**config.mk**
```make
export PLATFORM = sky130hd
export DESIGN_NAME = three_axis_accel_smoothing_deadband_flat
export DESIGN_NICKNAME = d
export VERILOG_FILES = /design/src/rtl/tasd_pkg.sv /design/src/rtl/tasd_stream_if.sv /design/src/rtl/three_axis_accel_smoothing_deadband.sv /design/src/flat_wrapper.sv
export SDC_FILE = /design/constraint.sdc
export NUM_CORES = 1
export LEC_CHECK = 0
export BUFFER_PORTS_ARGS = -buffer_cell sky130_fd_sc_hd__buf_2
export CORE_MARGIN = 5
export CORE_UTILIZATION = 30
export DETAILED_ROUTE_END_ITERATION = 8
export PLACE_DENSITY = 0.47
export SLEW_MARGIN = 5
export SYNTH_ARGS = -nofsm -noshare
export SYNTH_HDL_FRONTEND = slang
export SYNTH_SLANG_ARGS = --single-unit
```
**constraint.sdc**
```tcl
create_clock -name clk -period 8.3 [get_ports clk]
set_input_delay 1.66 -clock clk [delete_from_list [all_inputs] [get_ports clk]]
set_output_delay 1.66 -clock clk [all_outputs]
set_load 0.02 [all_outputs]
```
**src/rtl/tasd_pkg.sv**
```systemverilog
// Shared types and constants for the three-axis accelerometer smoothing block.
package tasd_pkg;

  // Result field width: signed Q4.12 g.
  localparam int ACCEL_W = 16;
  // Acceleration width during conversion, with headroom for the offset and saturation.
  localparam int ACC_EXT_W = ACCEL_W + 2;

  // Configuration register widths and indexes.
  localparam int GAIN_W = 17;
  localparam int DB_W = 15;
  localparam int CFG_DATA_W = 17;
  localparam int CFG_IDX_W = 1;
  localparam logic [CFG_IDX_W-1:0] CFG_IDX_GAIN = 1'b0;
  localparam logic [CFG_IDX_W-1:0] CFG_IDX_DEADBAND = 1'b1;

  // Gain of 1.0 in Q1.16 and register reset values.
  localparam logic [GAIN_W-1:0] GAIN_ONE = 17'd65536;
  localparam logic [GAIN_W-1:0] GAIN_RESET = 17'd8192;
  localparam logic [DB_W-1:0] DB_RESET = 15'd410;

  // The gain multiply walks the 16 fraction bits of the gain four bits a cycle.
  localparam int GAIN_DIGIT_W = 4;
  localparam int GAIN_FRAC_W = 16;
  localparam int GAIN_DIGITS = GAIN_FRAC_W / GAIN_DIGIT_W;
  localparam int DIGIT_CNT_W = $clog2(GAIN_DIGITS);

  // Conversion constants: 1.5 V offset in Q4.12 g, and saturation limits.
  localparam logic signed [ACC_EXT_W-1:0] ACC_OFFSET = 18'sd20480;
  localparam logic signed [ACC_EXT_W-1:0] ACC_MAX = 18'sd32767;
  localparam logic signed [ACC_EXT_W-1:0] ACC_MIN = -18'sd32768;

  // Number of axes handled in turn for each transaction.
  localparam int NUM_AXES = 3;
  localparam int AXIS_W = 2;
  localparam logic [AXIS_W-1:0] AXIS_LAST = 2'd2;

  // Sequencer states.
  typedef enum logic [2:0] {
    ST_IDLE,
    ST_DIFF,
    ST_MUL,
    ST_UPD,
    ST_CONV,
    ST_FIN,
    ST_OUT
  } tasd_state_t;

endpackage

```
**src/rtl/tasd_stream_if.sv**
```systemverilog
// Valid/ready stream interfaces for the sample and acceleration channels.
interface tasd_in_if #(
  parameter int SAMPLE_BITS = 12
) ();
  logic                   valid;
  logic                   ready;
  logic [SAMPLE_BITS-1:0] sample_x;
  logic [SAMPLE_BITS-1:0] sample_y;
  logic [SAMPLE_BITS-1:0] sample_z;

  modport source(output valid, output sample_x, output sample_y, output sample_z,
                 input ready);
  modport sink(input valid, input sample_x, input sample_y, input sample_z,
               output ready);
endinterface

interface tasd_out_if import tasd_pkg::*; ();
  logic                      valid;
  logic                      ready;
  logic signed [ACCEL_W-1:0] accel_x;
  logic signed [ACCEL_W-1:0] accel_y;
  logic signed [ACCEL_W-1:0] accel_z;

  modport source(output valid, output accel_x, output accel_y, output accel_z,
                 input ready);
  modport sink(input valid, input accel_x, input accel_y, input accel_z,
               output ready);
endinterface

```
**src/rtl/three_axis_accel_smoothing_deadband.sv**
```systemverilog
// Three-axis accelerometer low-pass filter, conversion to g and deadband.
//
//  Channel   Direction  Handshake        Payload
//  in_ch     sink       valid / ready    sample_x, sample_y, sample_z (SAMPLE_BITS each)
//  out_ch    source     valid / ready    accel_x, accel_y, accel_z (signed Q4.12)
//  cfg_*     write      cfg_we           cfg_idx, cfg_wdata
//
// Each transaction takes the axes one after another through a shared four-bit-digit gain
// multiplier, which is skipped when the gain is one or more, with a step each for
// difference, level update, scaling and deadband.
// A finished result sits in the output register while the next transaction is taken in;
// the last cycle of a transaction stretches while the previous result is still unaccepted.
// Synchronous reset clears the filter levels to zero and loads the register defaults.
module three_axis_accel_smoothing_deadband import tasd_pkg::*; #(
  parameter int SAMPLE_BITS = 12,
  parameter int FRAC_BITS = 16
) (
  input  logic                  clk,
  input  logic                  rst_n,
  tasd_in_if.sink               in_ch,
  tasd_out_if.source            out_ch,
  input  logic                  cfg_we,
  input  logic [CFG_IDX_W-1:0]  cfg_idx,
  input  logic [CFG_DATA_W-1:0] cfg_wdata
);

  // Level width, signed difference width, product width and scaling shift.
  localparam int LW = SAMPLE_BITS + FRAC_BITS;
  localparam int DW = LW + 1;
  localparam int PW = DW + GAIN_DIGIT_W + 1;
  localparam int NW = LW + 4;
  localparam int CONV_SHIFT = LW - 12;
  localparam logic [LW-1:0] LVL_MAX = {{SAMPLE_BITS{1'b1}}, {FRAC_BITS{1'b0}}};
  localparam logic [NW-1:0] CONV_RND = NW'(1) << (CONV_SHIFT - 1);

  tasd_state_t state_r, state_nxt;

  logic [AXIS_W-1:0]            axis_r;
  logic [DIGIT_CNT_W-1:0]       mul_cnt_r;
  logic [GAIN_W-1:0]            gain_r;
  logic [DB_W-1:0]              db_r;
  logic [LW-1:0]                lvl_r [NUM_AXES];
  logic [SAMPLE_BITS-1:0]       smp_r [NUM_AXES];
  logic signed [ACCEL_W-1:0]    res_r [NUM_AXES];
  logic signed [DW-1:0]         diff_r;
  logic signed [DW-1:0]         hi_r;
  logic [GAIN_FRAC_W-1:0]       gsh_r;
  logic [LW-1:0]                conv_lvl_r;
  logic [ACCEL_W-1:0]           q_r;
  logic                         out_valid_r;
  logic signed [ACCEL_W-1:0]    out_x_r;
  logic signed [ACCEL_W-1:0]    out_y_r;
  logic signed [ACCEL_W-1:0]    out_z_r;

  logic                         in_ready;
  logic                         in_take;
  logic                         out_load;
  logic                         gain_full;
  logic [LW-1:0]                target;
  logic signed [DW-1:0]         diff_w;
  logic [GAIN_DIGIT_W-1:0]      digit;
  logic signed [PW-1:0]         mul_sum;
  logic signed [DW-1:0]         hi_next;
  logic [LW-1:0]                new_lvl;
  logic [NW-1:0]                num_rnd;
  logic signed [ACC_EXT_W-1:0]  acc_raw;
  logic signed [ACC_EXT_W-1:0]  acc_sat;
  logic signed [ACC_EXT_W-1:0]  thr;
  logic                         in_band;
  logic signed [ACCEL_W-1:0]    acc_fin;

  // Handshake signals.
  assign in_ready     = (state_r == ST_IDLE);
  assign in_ch.ready  = in_ready;
  assign in_take      = in_ch.valid && in_ready;
  assign out_ch.valid = out_valid_r;
  assign out_ch.accel_x = out_x_r;
  assign out_ch.accel_y = out_y_r;
  assign out_ch.accel_z = out_z_r;

  // Difference between the new sample and the level of the current axis.
  assign gain_full = (gain_r >= GAIN_ONE);
  assign target    = {smp_r[0], {FRAC_BITS{1'b0}}};
  assign diff_w    = $signed({1'b0, target}) - $signed({1'b0, lvl_r[0]});

  // One gain digit per cycle, least significant first; dropping four bits a step
  // leaves the floor of gain * diff / 65536 after the last digit.
  assign digit   = gsh_r[GAIN_DIGIT_W-1:0];
  assign mul_sum = $signed({{(PW-DW){hi_r[DW-1]}}, hi_r})
                 + $signed({{(PW-DW){diff_r[DW-1]}}, diff_r})
                 * $signed({{(PW-GAIN_DIGIT_W){1'b0}}, digit});
  assign hi_next = mul_sum[GAIN_DIGIT_W +: DW];

  // The step never leaves the span between old level and target, so modular add suffices.
  assign new_lvl = lvl_r[0] + hi_r[LW-1:0];

  // Level times 11, rounded, scaled to Q4.12 before the offset.
  assign num_rnd = {1'b0, conv_lvl_r, 3'b000} + {3'b000, conv_lvl_r, 1'b0}
                 + {4'b0000, conv_lvl_r} + CONV_RND;

  // Offset, saturation and deadband.
  assign acc_raw = $signed({2'b00, q_r}) - ACC_OFFSET;
  always_comb begin
    if (acc_raw > ACC_MAX) begin
      acc_sat = ACC_MAX;
    end else if (acc_raw < ACC_MIN) begin
      acc_sat = ACC_MIN;
    end else begin
      acc_sat = acc_raw;
    end
  end
  assign thr     = $signed({3'b000, db_r});
  assign in_band = (acc_sat < thr) && (acc_sat > -thr);
  assign acc_fin = in_band ? '0 : acc_sat[ACCEL_W-1:0];

  // Sequencer next state.
  always_comb begin
    state_nxt = state_r;
    out_load  = 1'b0;
    unique case (state_r)
      ST_IDLE: begin
        if (in_take) begin
          state_nxt = ST_DIFF;
        end
      end
      ST_DIFF: begin
        state_nxt = gain_full ? ST_UPD : ST_MUL;
      end
      ST_MUL: begin
        if (mul_cnt_r == DIGIT_CNT_W'(GAIN_DIGITS - 1)) begin
          state_nxt = ST_UPD;
        end
      end
      ST_UPD: begin
        state_nxt = ST_CONV;
      end
      ST_CONV: begin
        state_nxt = ST_FIN;
      end
      ST_FIN: begin
        state_nxt = (axis_r == AXIS_LAST) ? ST_OUT : ST_DIFF;
      end
      ST_OUT: begin
        if (!out_valid_r || out_ch.ready) begin
          out_load  = 1'b1;
          state_nxt = ST_IDLE;
        end
      end
      default: begin
        state_nxt = ST_IDLE;
      end
    endcase
  end

  // State register.
  always_ff @(posedge clk) begin
    if (!rst_n) begin
      state_r <= ST_IDLE;
    end else begin
      state_r <= state_nxt;
    end
  end

  // Configuration registers.
  always_ff @(posedge clk) begin
    if (!rst_n) begin
      gain_r <= GAIN_RESET;
      db_r   <= DB_RESET;
    end else if (cfg_we) begin
      unique case (cfg_idx)
        CFG_IDX_GAIN:     gain_r <= cfg_wdata[GAIN_W-1:0];
        CFG_IDX_DEADBAND: db_r   <= cfg_wdata[DB_W-1:0];
        default: begin
        end
      endcase
    end
  end

  // Control counters, filter levels and output valid.
  always_ff @(posedge clk) begin
    if (!rst_n) begin
      axis_r      <= '0;
      mul_cnt_r   <= '0;
      out_valid_r <= 1'b0;
      for (int i = 0; i < NUM_AXES; i++) begin
        lvl_r[i] <= '0;
      end
    end else begin
      if (state_r == ST_IDLE) begin
        axis_r <= '0;
      end else if (state_r == ST_FIN) begin
        axis_r <= axis_r + AXIS_W'(1);
      end
      if (state_r == ST_MUL) begin
        mul_cnt_r <= mul_cnt_r + DIGIT_CNT_W'(1);
      end else begin
        mul_cnt_r <= '0;
      end
      // Levels rotate so that the axis being worked on is always at the head.
      if (state_r == ST_UPD) begin
        lvl_r[0] <= lvl_r[1];
        lvl_r[1] <= lvl_r[2];
        lvl_r[2] <= new_lvl;
      end
      if (out_load) begin
        out_valid_r <= 1'b1;
      end else if (out_ch.ready) begin
        out_valid_r <= 1'b0;
      end
    end
  end

  // Datapath registers.
  always_ff @(posedge clk) begin
    if (in_take) begin
      smp_r[0] <= in_ch.sample_x;
      smp_r[1] <= in_ch.sample_y;
      smp_r[2] <= in_ch.sample_z;
    end else if (state_r == ST_UPD) begin
      smp_r[0] <= smp_r[1];
      smp_r[1] <= smp_r[2];
      smp_r[2] <= smp_r[0];
    end
    if (state_r == ST_DIFF) begin
      diff_r <= diff_w;
      gsh_r  <= gain_r[GAIN_FRAC_W-1:0];
      // A gain of one or more moves the level straight to the target.
      hi_r   <= gain_full ? diff_w : '0;
    end else if (state_r == ST_MUL) begin
      hi_r   <= hi_next;
      gsh_r  <= gsh_r >> GAIN_DIGIT_W;
    end
    if (state_r == ST_UPD) begin
      conv_lvl_r <= new_lvl;
    end
    if (state_r == ST_CONV) begin
      q_r <= num_rnd[CONV_SHIFT +: ACCEL_W];
    end
    // Results shift in so that x ends at the head after the third axis.
    if (state_r == ST_FIN) begin
      res_r[0] <= res_r[1];
      res_r[1] <= res_r[2];
      res_r[2] <= acc_fin;
    end
    if (out_load) begin
      out_x_r <= res_r[0];
      out_y_r <= res_r[1];
      out_z_r <= res_r[2];
    end
  end

`ifndef SYNTHESIS
  // The sequencer leaves idle only when a transaction is taken.
  a_idle_hold: assert property (@(posedge clk) disable iff (!rst_n)
    (state_r == ST_IDLE && !in_take) |=> (state_r == ST_IDLE))
    else $error("sequencer left idle without an input transaction");

  // A free output register is loaded and the sequencer returns to idle.
  a_out_load: assert property (@(posedge clk) disable iff (!rst_n)
    (state_r == ST_OUT && (!out_valid_r || out_ch.ready)) |=>
      (out_valid_r && state_r == ST_IDLE))
    else $error("result not presented after the last axis");

  // Filter levels never exceed the largest sample in fixed point.
  a_lvl_range: assert property (@(posedge clk) disable iff (!rst_n)
    (lvl_r[0] <= LVL_MAX) && (lvl_r[1] <= LVL_MAX) && (lvl_r[2] <= LVL_MAX))
    else $error("filter level out of range");

  // The multiply runs exactly one digit per cycle and then updates the level.
  a_mul_len: assert property (@(posedge clk) disable iff (!rst_n)
    (state_r == ST_MUL && mul_cnt_r == DIGIT_CNT_W'(GAIN_DIGITS - 1)) |=>
      (state_r == ST_UPD))
    else $error("gain multiply did not finish after the last digit");
`endif

endmodule

```
**src/flat_wrapper.sv**
```systemverilog
// flat-port wrapper written by rule: the top's interface ports become plain ports
module three_axis_accel_smoothing_deadband_flat import tasd_pkg::*;
#(
  parameter int SAMPLE_BITS = 12,
  parameter int FRAC_BITS = 16
)
  (clk, rst_n, cfg_we, cfg_idx, cfg_wdata, in_ch_valid, in_ch_sample_x, in_ch_sample_y, in_ch_sample_z, in_ch_ready, out_ch_valid, out_ch_accel_x, out_ch_accel_y, out_ch_accel_z, out_ch_ready);
  tasd_in_if #(.SAMPLE_BITS(SAMPLE_BITS)) in_ch_i ();
  tasd_out_if out_ch_i ();
  input  logic clk;
  input  logic rst_n;
  input  logic cfg_we;
  input  logic [CFG_IDX_W-1:0] cfg_idx;
  input  logic [CFG_DATA_W-1:0] cfg_wdata;
  input wire logic [$bits(in_ch_i.valid)-1:0] in_ch_valid;
  input wire logic [$bits(in_ch_i.sample_x)-1:0] in_ch_sample_x;
  input wire logic [$bits(in_ch_i.sample_y)-1:0] in_ch_sample_y;
  input wire logic [$bits(in_ch_i.sample_z)-1:0] in_ch_sample_z;
  output wire logic [$bits(in_ch_i.ready)-1:0] in_ch_ready;
  output wire logic [$bits(out_ch_i.valid)-1:0] out_ch_valid;
  output wire logic [$bits(out_ch_i.accel_x)-1:0] out_ch_accel_x;
  output wire logic [$bits(out_ch_i.accel_y)-1:0] out_ch_accel_y;
  output wire logic [$bits(out_ch_i.accel_z)-1:0] out_ch_accel_z;
  input wire logic [$bits(out_ch_i.ready)-1:0] out_ch_ready;
  assign in_ch_i.valid = in_ch_valid;
  assign in_ch_i.sample_x = in_ch_sample_x;
  assign in_ch_i.sample_y = in_ch_sample_y;
  assign in_ch_i.sample_z = in_ch_sample_z;
  assign in_ch_ready = in_ch_i.ready;
  assign out_ch_valid = out_ch_i.valid;
  assign out_ch_accel_x = out_ch_i.accel_x;
  assign out_ch_accel_y = out_ch_i.accel_y;
  assign out_ch_accel_z = out_ch_i.accel_z;
  assign out_ch_i.ready = out_ch_ready;
  three_axis_accel_smoothing_deadband #(.SAMPLE_BITS(SAMPLE_BITS), .FRAC_BITS(FRAC_BITS)) u_core (.clk(clk), .rst_n(rst_n), .in_ch(in_ch_i), .out_ch(out_ch_i), .cfg_we(cfg_we), .cfg_idx(cfg_idx), .cfg_wdata(cfg_wdata));
endmodule
```
# After elaboration in Yosys (flattened, before gate mapping)
# Memories as Yosys holds them, arrays and structs flattened. A register that Yosys moved wholly into a read port is not among the register bits.
# Index checks and enable logic that the tools add are counted.
dict set report totals {
  ram_bits 168
  latchBits 0
  romBits 0
  input_bits 59
  mem_count 3
  wordCells 97
  output_inout_bits 50
  reg_bits 190
}
dict set report classes {
  reduce_logical 12
  add_sub_neg 10
  div_mod_pow 0
  bitwise_logic 8
  eq_ne 11
  n_mul 1
  shift 0
  muxes 34
  n_lt_le_gt_ge 5
}
# memory words width read_ports rd_ports_with_merged_regs write_ports line_no
set memory_table {}
lappend memory_table {u_core.lvl_r 3 28 3 0 3 three_axis_accel_smoothing_deadband.sv:42} ;# logic [LW-1:0] lvl_r [NUM_AXES];
lappend memory_table {u_core.res_r 3 16 3 1 3 three_axis_accel_smoothing_deadband.sv:44} ;# logic signed [ACCEL_W-1:0] res_r [NUM_AXES];
lappend memory_table {u_core.smp_r 3 12 3 0 3 three_axis_accel_smoothing_deadband.sv:43} ;# logic [SAMPLE_BITS-1:0] smp_r [NUM_AXES];
# op count
set ops {}
lappend ops {{$mux W29} 3}
lappend ops {{$mux W28} 3}
lappend ops {{$mux W16} 3}
lappend ops {{$mux W12} 3}
lappend ops {{$mux W18} 2}
lappend ops {{$add A29 B33 Y33} 1}
lappend ops {{$mul A29 B5 Y33} 1}
lappend ops {{$add A31 B29 Y32} 1}
lappend ops {{$add A32 B16 Y32 const B} 1}
lappend ops {{$add A32 B28 Y32} 1}
lappend ops {{$sub A28 B28 Y29} 1}
lappend ops {{$add A28 B28 Y28} 1}
lappend ops {{$pmux W3 S7} 1}
lappend ops {{$gt A18 B16 Y1 const B} 1}
lappend ops {{$gt A18 B18 Y1} 1}
lappend ops {{$lt A18 B16 Y1} 1}
lappend ops {{$lt A18 B16 Y1 const B} 1}
lappend ops {{$neg A15 Y18} 1}
lappend ops {{$ge A17 B17 Y1 const B} 1}
lappend ops {{$sub A16 B15 Y17 const B} 1}
lappend ops {{$mux W1} 15}
lappend ops {{$mux W3} 4}
lappend ops {{$eq A3 B3 Y1 const B} 3}
lappend ops {{$eq A3 B2 Y1 const B} 2}
lappend ops {{15 further kinds} 28}

# Depth between registers and ports, before layout
dict set report logic_depth {
  word_depth 7
  mapped_depth 19
  ltp_nobuf 17
}

# Worst setup path before layout
# No wires, ideal clock.
dict set report synth_path {
  kind {register to register}
  start {register u_core.gsh_r[1]}
  end {register u_core.hi_r[27], data pin}
  setup_ns 0.257
  synth_period_minus_slack_ns 4.869
  arrival_time_ns 4.612
  required_ns 8.043
  n_path_buf 2
  path_slack_ns 3.431
  path_stages_with_launch 17
  cell_sequence {edfxtp_1 -> clkbuf_1 -> clkbuf_1 -> and2_1 -> fa_1 -> fa_1 -> fa_1 -> ha_1 -> and3_1 -> a221o_1 -> o2111ai_1 -> nand3_1 -> o2111ai_2 -> o211ai_1 -> a31o_1 -> a211o_1 -> a32o_1}
}
dict set report synth_via {
  elab_chain_cells 4
}
# item line_no
set synth_lines {}
lappend synth_lines {{from (decl)} three_axis_accel_smoothing_deadband.sv:47} ;# logic [GAIN_FRAC_W-1:0] gsh_r;
lappend synth_lines {{from (signal assigned)} three_axis_accel_smoothing_deadband.sv:226} ;# gsh_r <= gain_r[GAIN_FRAC_W-1:0];
lappend synth_lines {{from (signal assigned)} three_axis_accel_smoothing_deadband.sv:231} ;# gsh_r <= gsh_r >> GAIN_DIGIT_W;
lappend synth_lines {{$mul A29 B5 Y33} three_axis_accel_smoothing_deadband.sv:91} ;# * $signed({{(PW-GAIN_DIGIT_W){1'b0}}, digit});
lappend synth_lines {{$add A29 B33 Y33} three_axis_accel_smoothing_deadband.sv:90} ;# + $signed({{(PW-DW){diff_r[DW-1]}}, diff_r})
lappend synth_lines {{$mux W29} three_axis_accel_smoothing_deadband.sv:229} ;# end else if (state_r == ST_MUL) begin
lappend synth_lines {{$mux W29} three_axis_accel_smoothing_deadband.sv:224} ;# if (state_r == ST_DIFF) begin
lappend synth_lines {{to (signal assigned)} three_axis_accel_smoothing_deadband.sv:228} ;# hi_r <= gain_full ? diff_w : '0;
lappend synth_lines {{to (signal assigned)} three_axis_accel_smoothing_deadband.sv:230} ;# hi_r <= hi_next;
lappend synth_lines {{to (decl)} three_axis_accel_smoothing_deadband.sv:46} ;# logic signed [DW-1:0] hi_r;
# Every way passes these cells. The select of a mux whose other input is x is not followed.
# A chain may end at the register's enable or synchronous reset.

# Worst setup path after layout
dict set report layout_path {
  start {register u_core.gsh_r[0]}
  end {register u_core.hi_r[27], data pin}
}
# Same word-level chain as after synthesis.

==> results.yml <==
status:
  outcome: "complete, no violations"
layout:
  regArea_um2: 10800
  antennaDiodeCount: 0
  multi_input_area_um2: 10900
  synthToLayoutAreaGrowth_pct: 13.8
  nets: 2368
  drive_gt1_frac: 0.102
  num-fill-cells: 7262
die:
  die_h_um: 282
  io_pins: 109
  die_area_um2: 79700
  die_w_um: 282
  start_util: 0.304
  row_count: 99
  core_um2: 73200
timing:
  fin_skew_ns: 0.0348
  hold_viol_final: 0
  fmax_ghz: 0.173
  final.min_clock_period_ns: 5.79
  relSlewSlack: 0.198
  tightest_slew_ns: 1.20
  finalSetupViolCount: 0
  rsz0062_at_grt: "no"
  drv_slew: 0
  setup_tns_ns: 0
  final.period_utilization: 0.697
routing:
  drt_iter0_drc: 692
  routed_via_density: 4.77
  wl_per_cell_um: 17.0
  vias: 14313
  drc_errors: 0
  firstDrtPassIters: 6
  wl_um: 50900
  antenna_left: 0
logic_synthesis:
  postSynthAreaPerCell_um2: 11.7
  yosysWarnings: 0
  synth_area_leaders: "edfxtp_1, ha_1, fa_1, nand2_1, and2_1"
  yosysSeqAreaShare: 0.487
  async_flop_share: 0
  netlist_instances: 1901
  ys_types: 72
  ys_ff_latch: 374
  synth_ff_type: "edfxtp_1"
  synth_top_area_cell: "edfxtp_1"
  synth_top_area_frac: 0.451
  netlist_area_um2: 22300
  synth-edff-count: 334
  synth_nets: 2262
global_route:
  grt_pass1_vias: 14921
  antenna_found_initial: 0
  track_usage: 0.127
  grt_max_degree: 85
  grt.overflow.total: 0
  grt_pass1_wl_um: 82000
worst_setup_path:
  cp-start-kind: "register"
  cp_max_fo: 29
  critical_path_required_ns: 8.60
  crit_type: "reg -> reg"
  arrival_ns: 6.09
  endpoint_kind: "register"
placed_design:
  portBuffers: 108
  hpwlAfterDp_um: 37900
  gp_congestion: 0.822
clock_network:
  cts_resized: 0
  clk_pin_slew_ns: 0.06
  h-tree-depth: 2
  numCtsBuffers: 44
  cts_setup_buffers: 0
  cts_root_buf: "clkbuf_16"
  clock_latency_ns: 0.56
  cts_num_sinks: 374
  hold_buffers: 0
  clk_path_buf_depth: 3
  cts_tree: "done"
flow_run:
  drv_cap: 0
hold_path:
  hold_path.class: "reg -> reg"
==> cell families after synthesis <==
family | count (synthesis) | synth area share
AND/OR/NAND/NOR | 688 | 0.155
flip-flops | 374 | 0.487
adder cells (fa/ha/maj) | 303 | 0.208
AO/OA/AOI/OAI | 297 | 0.0867
buffers and inverters | 135 | 0.0229
XOR/XNOR | 103 | 0.0405
multiplexers | 1 | 0.000450
==> cells in the mapped netlist, drive strengths merged, types with 3 or more instances <==
| library cell | number |
|---|---|
| nor3b | 5 |
| and2 | 148 |
| xor2 | 39 |
| nor4 | 7 |
| or4 | 3 |
| a21o | 54 |
| nor3 | 23 |
| a21oi | 91 |
| or3 | 7 |
| nand2 | 276 |
| o31ai | 6 |
| inv | 72 |
| fa | 112 |
| a22o | 5 |
| nand3 | 19 |
| o211ai | 12 |
| nor2b | 14 |
| edfxtp | 334 |
| a31o | 6 |
| ha | 190 |
| a211o | 3 |
| or2 | 4 |
| and3 | 73 |
| clkbuf | 56 |
| dfxtp | 40 |
| nand4 | 12 |
| o21bai | 5 |
| nand4b | 3 |
| a31oi | 10 |
| buf | 6 |
| o2111ai | 4 |
| o21a | 12 |
| a21boi | 4 |
| o21ai | 54 |
| nand3b | 3 |
| xnor2 | 64 |
| a211oi | 10 |
| nand2b | 19 |
| nor2 | 67 |
==> final timing paths <==
kind                       from                       end  slack [ns]  cells past startpoint
max             u_core.gsh_r[0]           u_core.hi_r[27]        2.51                     14
max reg2reg     u_core.gsh_r[0]           u_core.hi_r[27]        2.51                     14
min reg2reg  u_core.res_r[0][8]  u_core.out_ch.accel_x[8]        0.41                      0
min          u_core.res_r[0][8]  u_core.out_ch.accel_x[8]        0.41                      0
==> critical path, stage by stage (launching register included) <==
cell and delay, ns:
edfxtp_1 1.04, and2_1 0.26, fa_1 0.43, fa_1 0.47, fa_1 0.49, ha_1 0.36
a211oi_1 0.26, nor2_1 0.10, o311ai_1 0.40, a21oi_1 0.26, o2111ai_2 0.38, o211ai_1 0.24
a31o_1 0.28, a211o_1 0.30, a32o_1 0.25
==> routing by layer <==
metal,part of all wire,track usage
met1,0.47,0.176
met2,0.47,0.211
met3,0.036,0.0195
met4,0.021,0.0316
met5,0,0
==> registers in the layout, indices dropped and copies added (netlist names) <==
| signal | cells |
|---|---|
| u_core.res_r | 48 |
| u_core.mul_cnt_r | 2 |
| u_core.db_r | 15 |
| u_core.out_ch.accel_x | 16 |
| u_core.state_r | 3 |
| u_core.out_ch.accel_z | 16 |
| u_core.out_ch.valid | 1 |
| u_core.smp_r | 36 |
| u_core.out_ch.accel_y | 16 |
| u_core.gsh_r | 16 |
| u_core.gain_r | 17 |
| u_core.diff_r | 29 |
| u_core.q_r | 16 |
| u_core.axis_r | 2 |
| u_core.conv_lvl_r | 28 |
| u_core.hi_r | 29 |
| u_core.lvl_r | 84 |
==> layout by cell type (no fill, tap or decap), drive strengths merged, types with 7 or more instances in the layout <==
| cell type | synthesis | routed |
|---|---|---|
| fa | 112 | 112 |
| nor3 | 23 | 23 |
| ha | 190 | 190 |
| inv | 72 | 74 |
| nor2 | 67 | 67 |
| edfxtp | 334 | 334 |
| a21o | 54 | 54 |
| o21ai | 54 | 54 |
| a211oi | 10 | 10 |
| a31oi | 10 | 10 |
| xnor2 | 64 | 64 |
| clkbuf | 56 | 51 |
| and3 | 73 | 73 |
| o211ai | 12 | 12 |
| clkinv | 1 | 18 |
| buf | 6 | 122 |
| a21oi | 91 | 91 |
| nand2b | 19 | 19 |
| nor4 | 7 | 7 |
| or3 | 7 | 7 |
| nor2b | 14 | 14 |
| nand4 | 12 | 12 |
| and2 | 148 | 148 |
| o21a | 12 | 12 |
| xor2 | 39 | 39 |
| nand2 | 276 | 276 |
| nand3 | 19 | 19 |
| dfxtp | 40 | 40 |
==> stage by stage <==
stage          cells  setup WS (ns)  hold WS, ns   util  area, µm²
2_1_floorplan   1901           3.43        0.400      -      22300
3_3_place_gp    2920           2.72        0.402  0.326      23900
3_5_place_dp    2920           2.58        0.405  0.326      23900
4_1_cts         3000           2.52        0.418  0.346      25300
5_1_grt         3000           2.25        0.423  0.346      25300
6_report        3000           2.51        0.413  0.346      25300
==> final cells by class <==
class | instances | area share
Sequential cell | 374 | 0.428
Tap cell | 959 | 0.0474
Clock buffer | 51 | 0.0445
Inverter | 73 | 0.0109
Clock inverter | 29 | 0.0123
Multi-Input combinational cell | 1392 | 0.432
Timing Repair Buffer | 122 | 0.0255
Power is left out: the tool's default activity adds up to more than one toggle a clock period on the data nets, which glitch-free logic cannot reach.
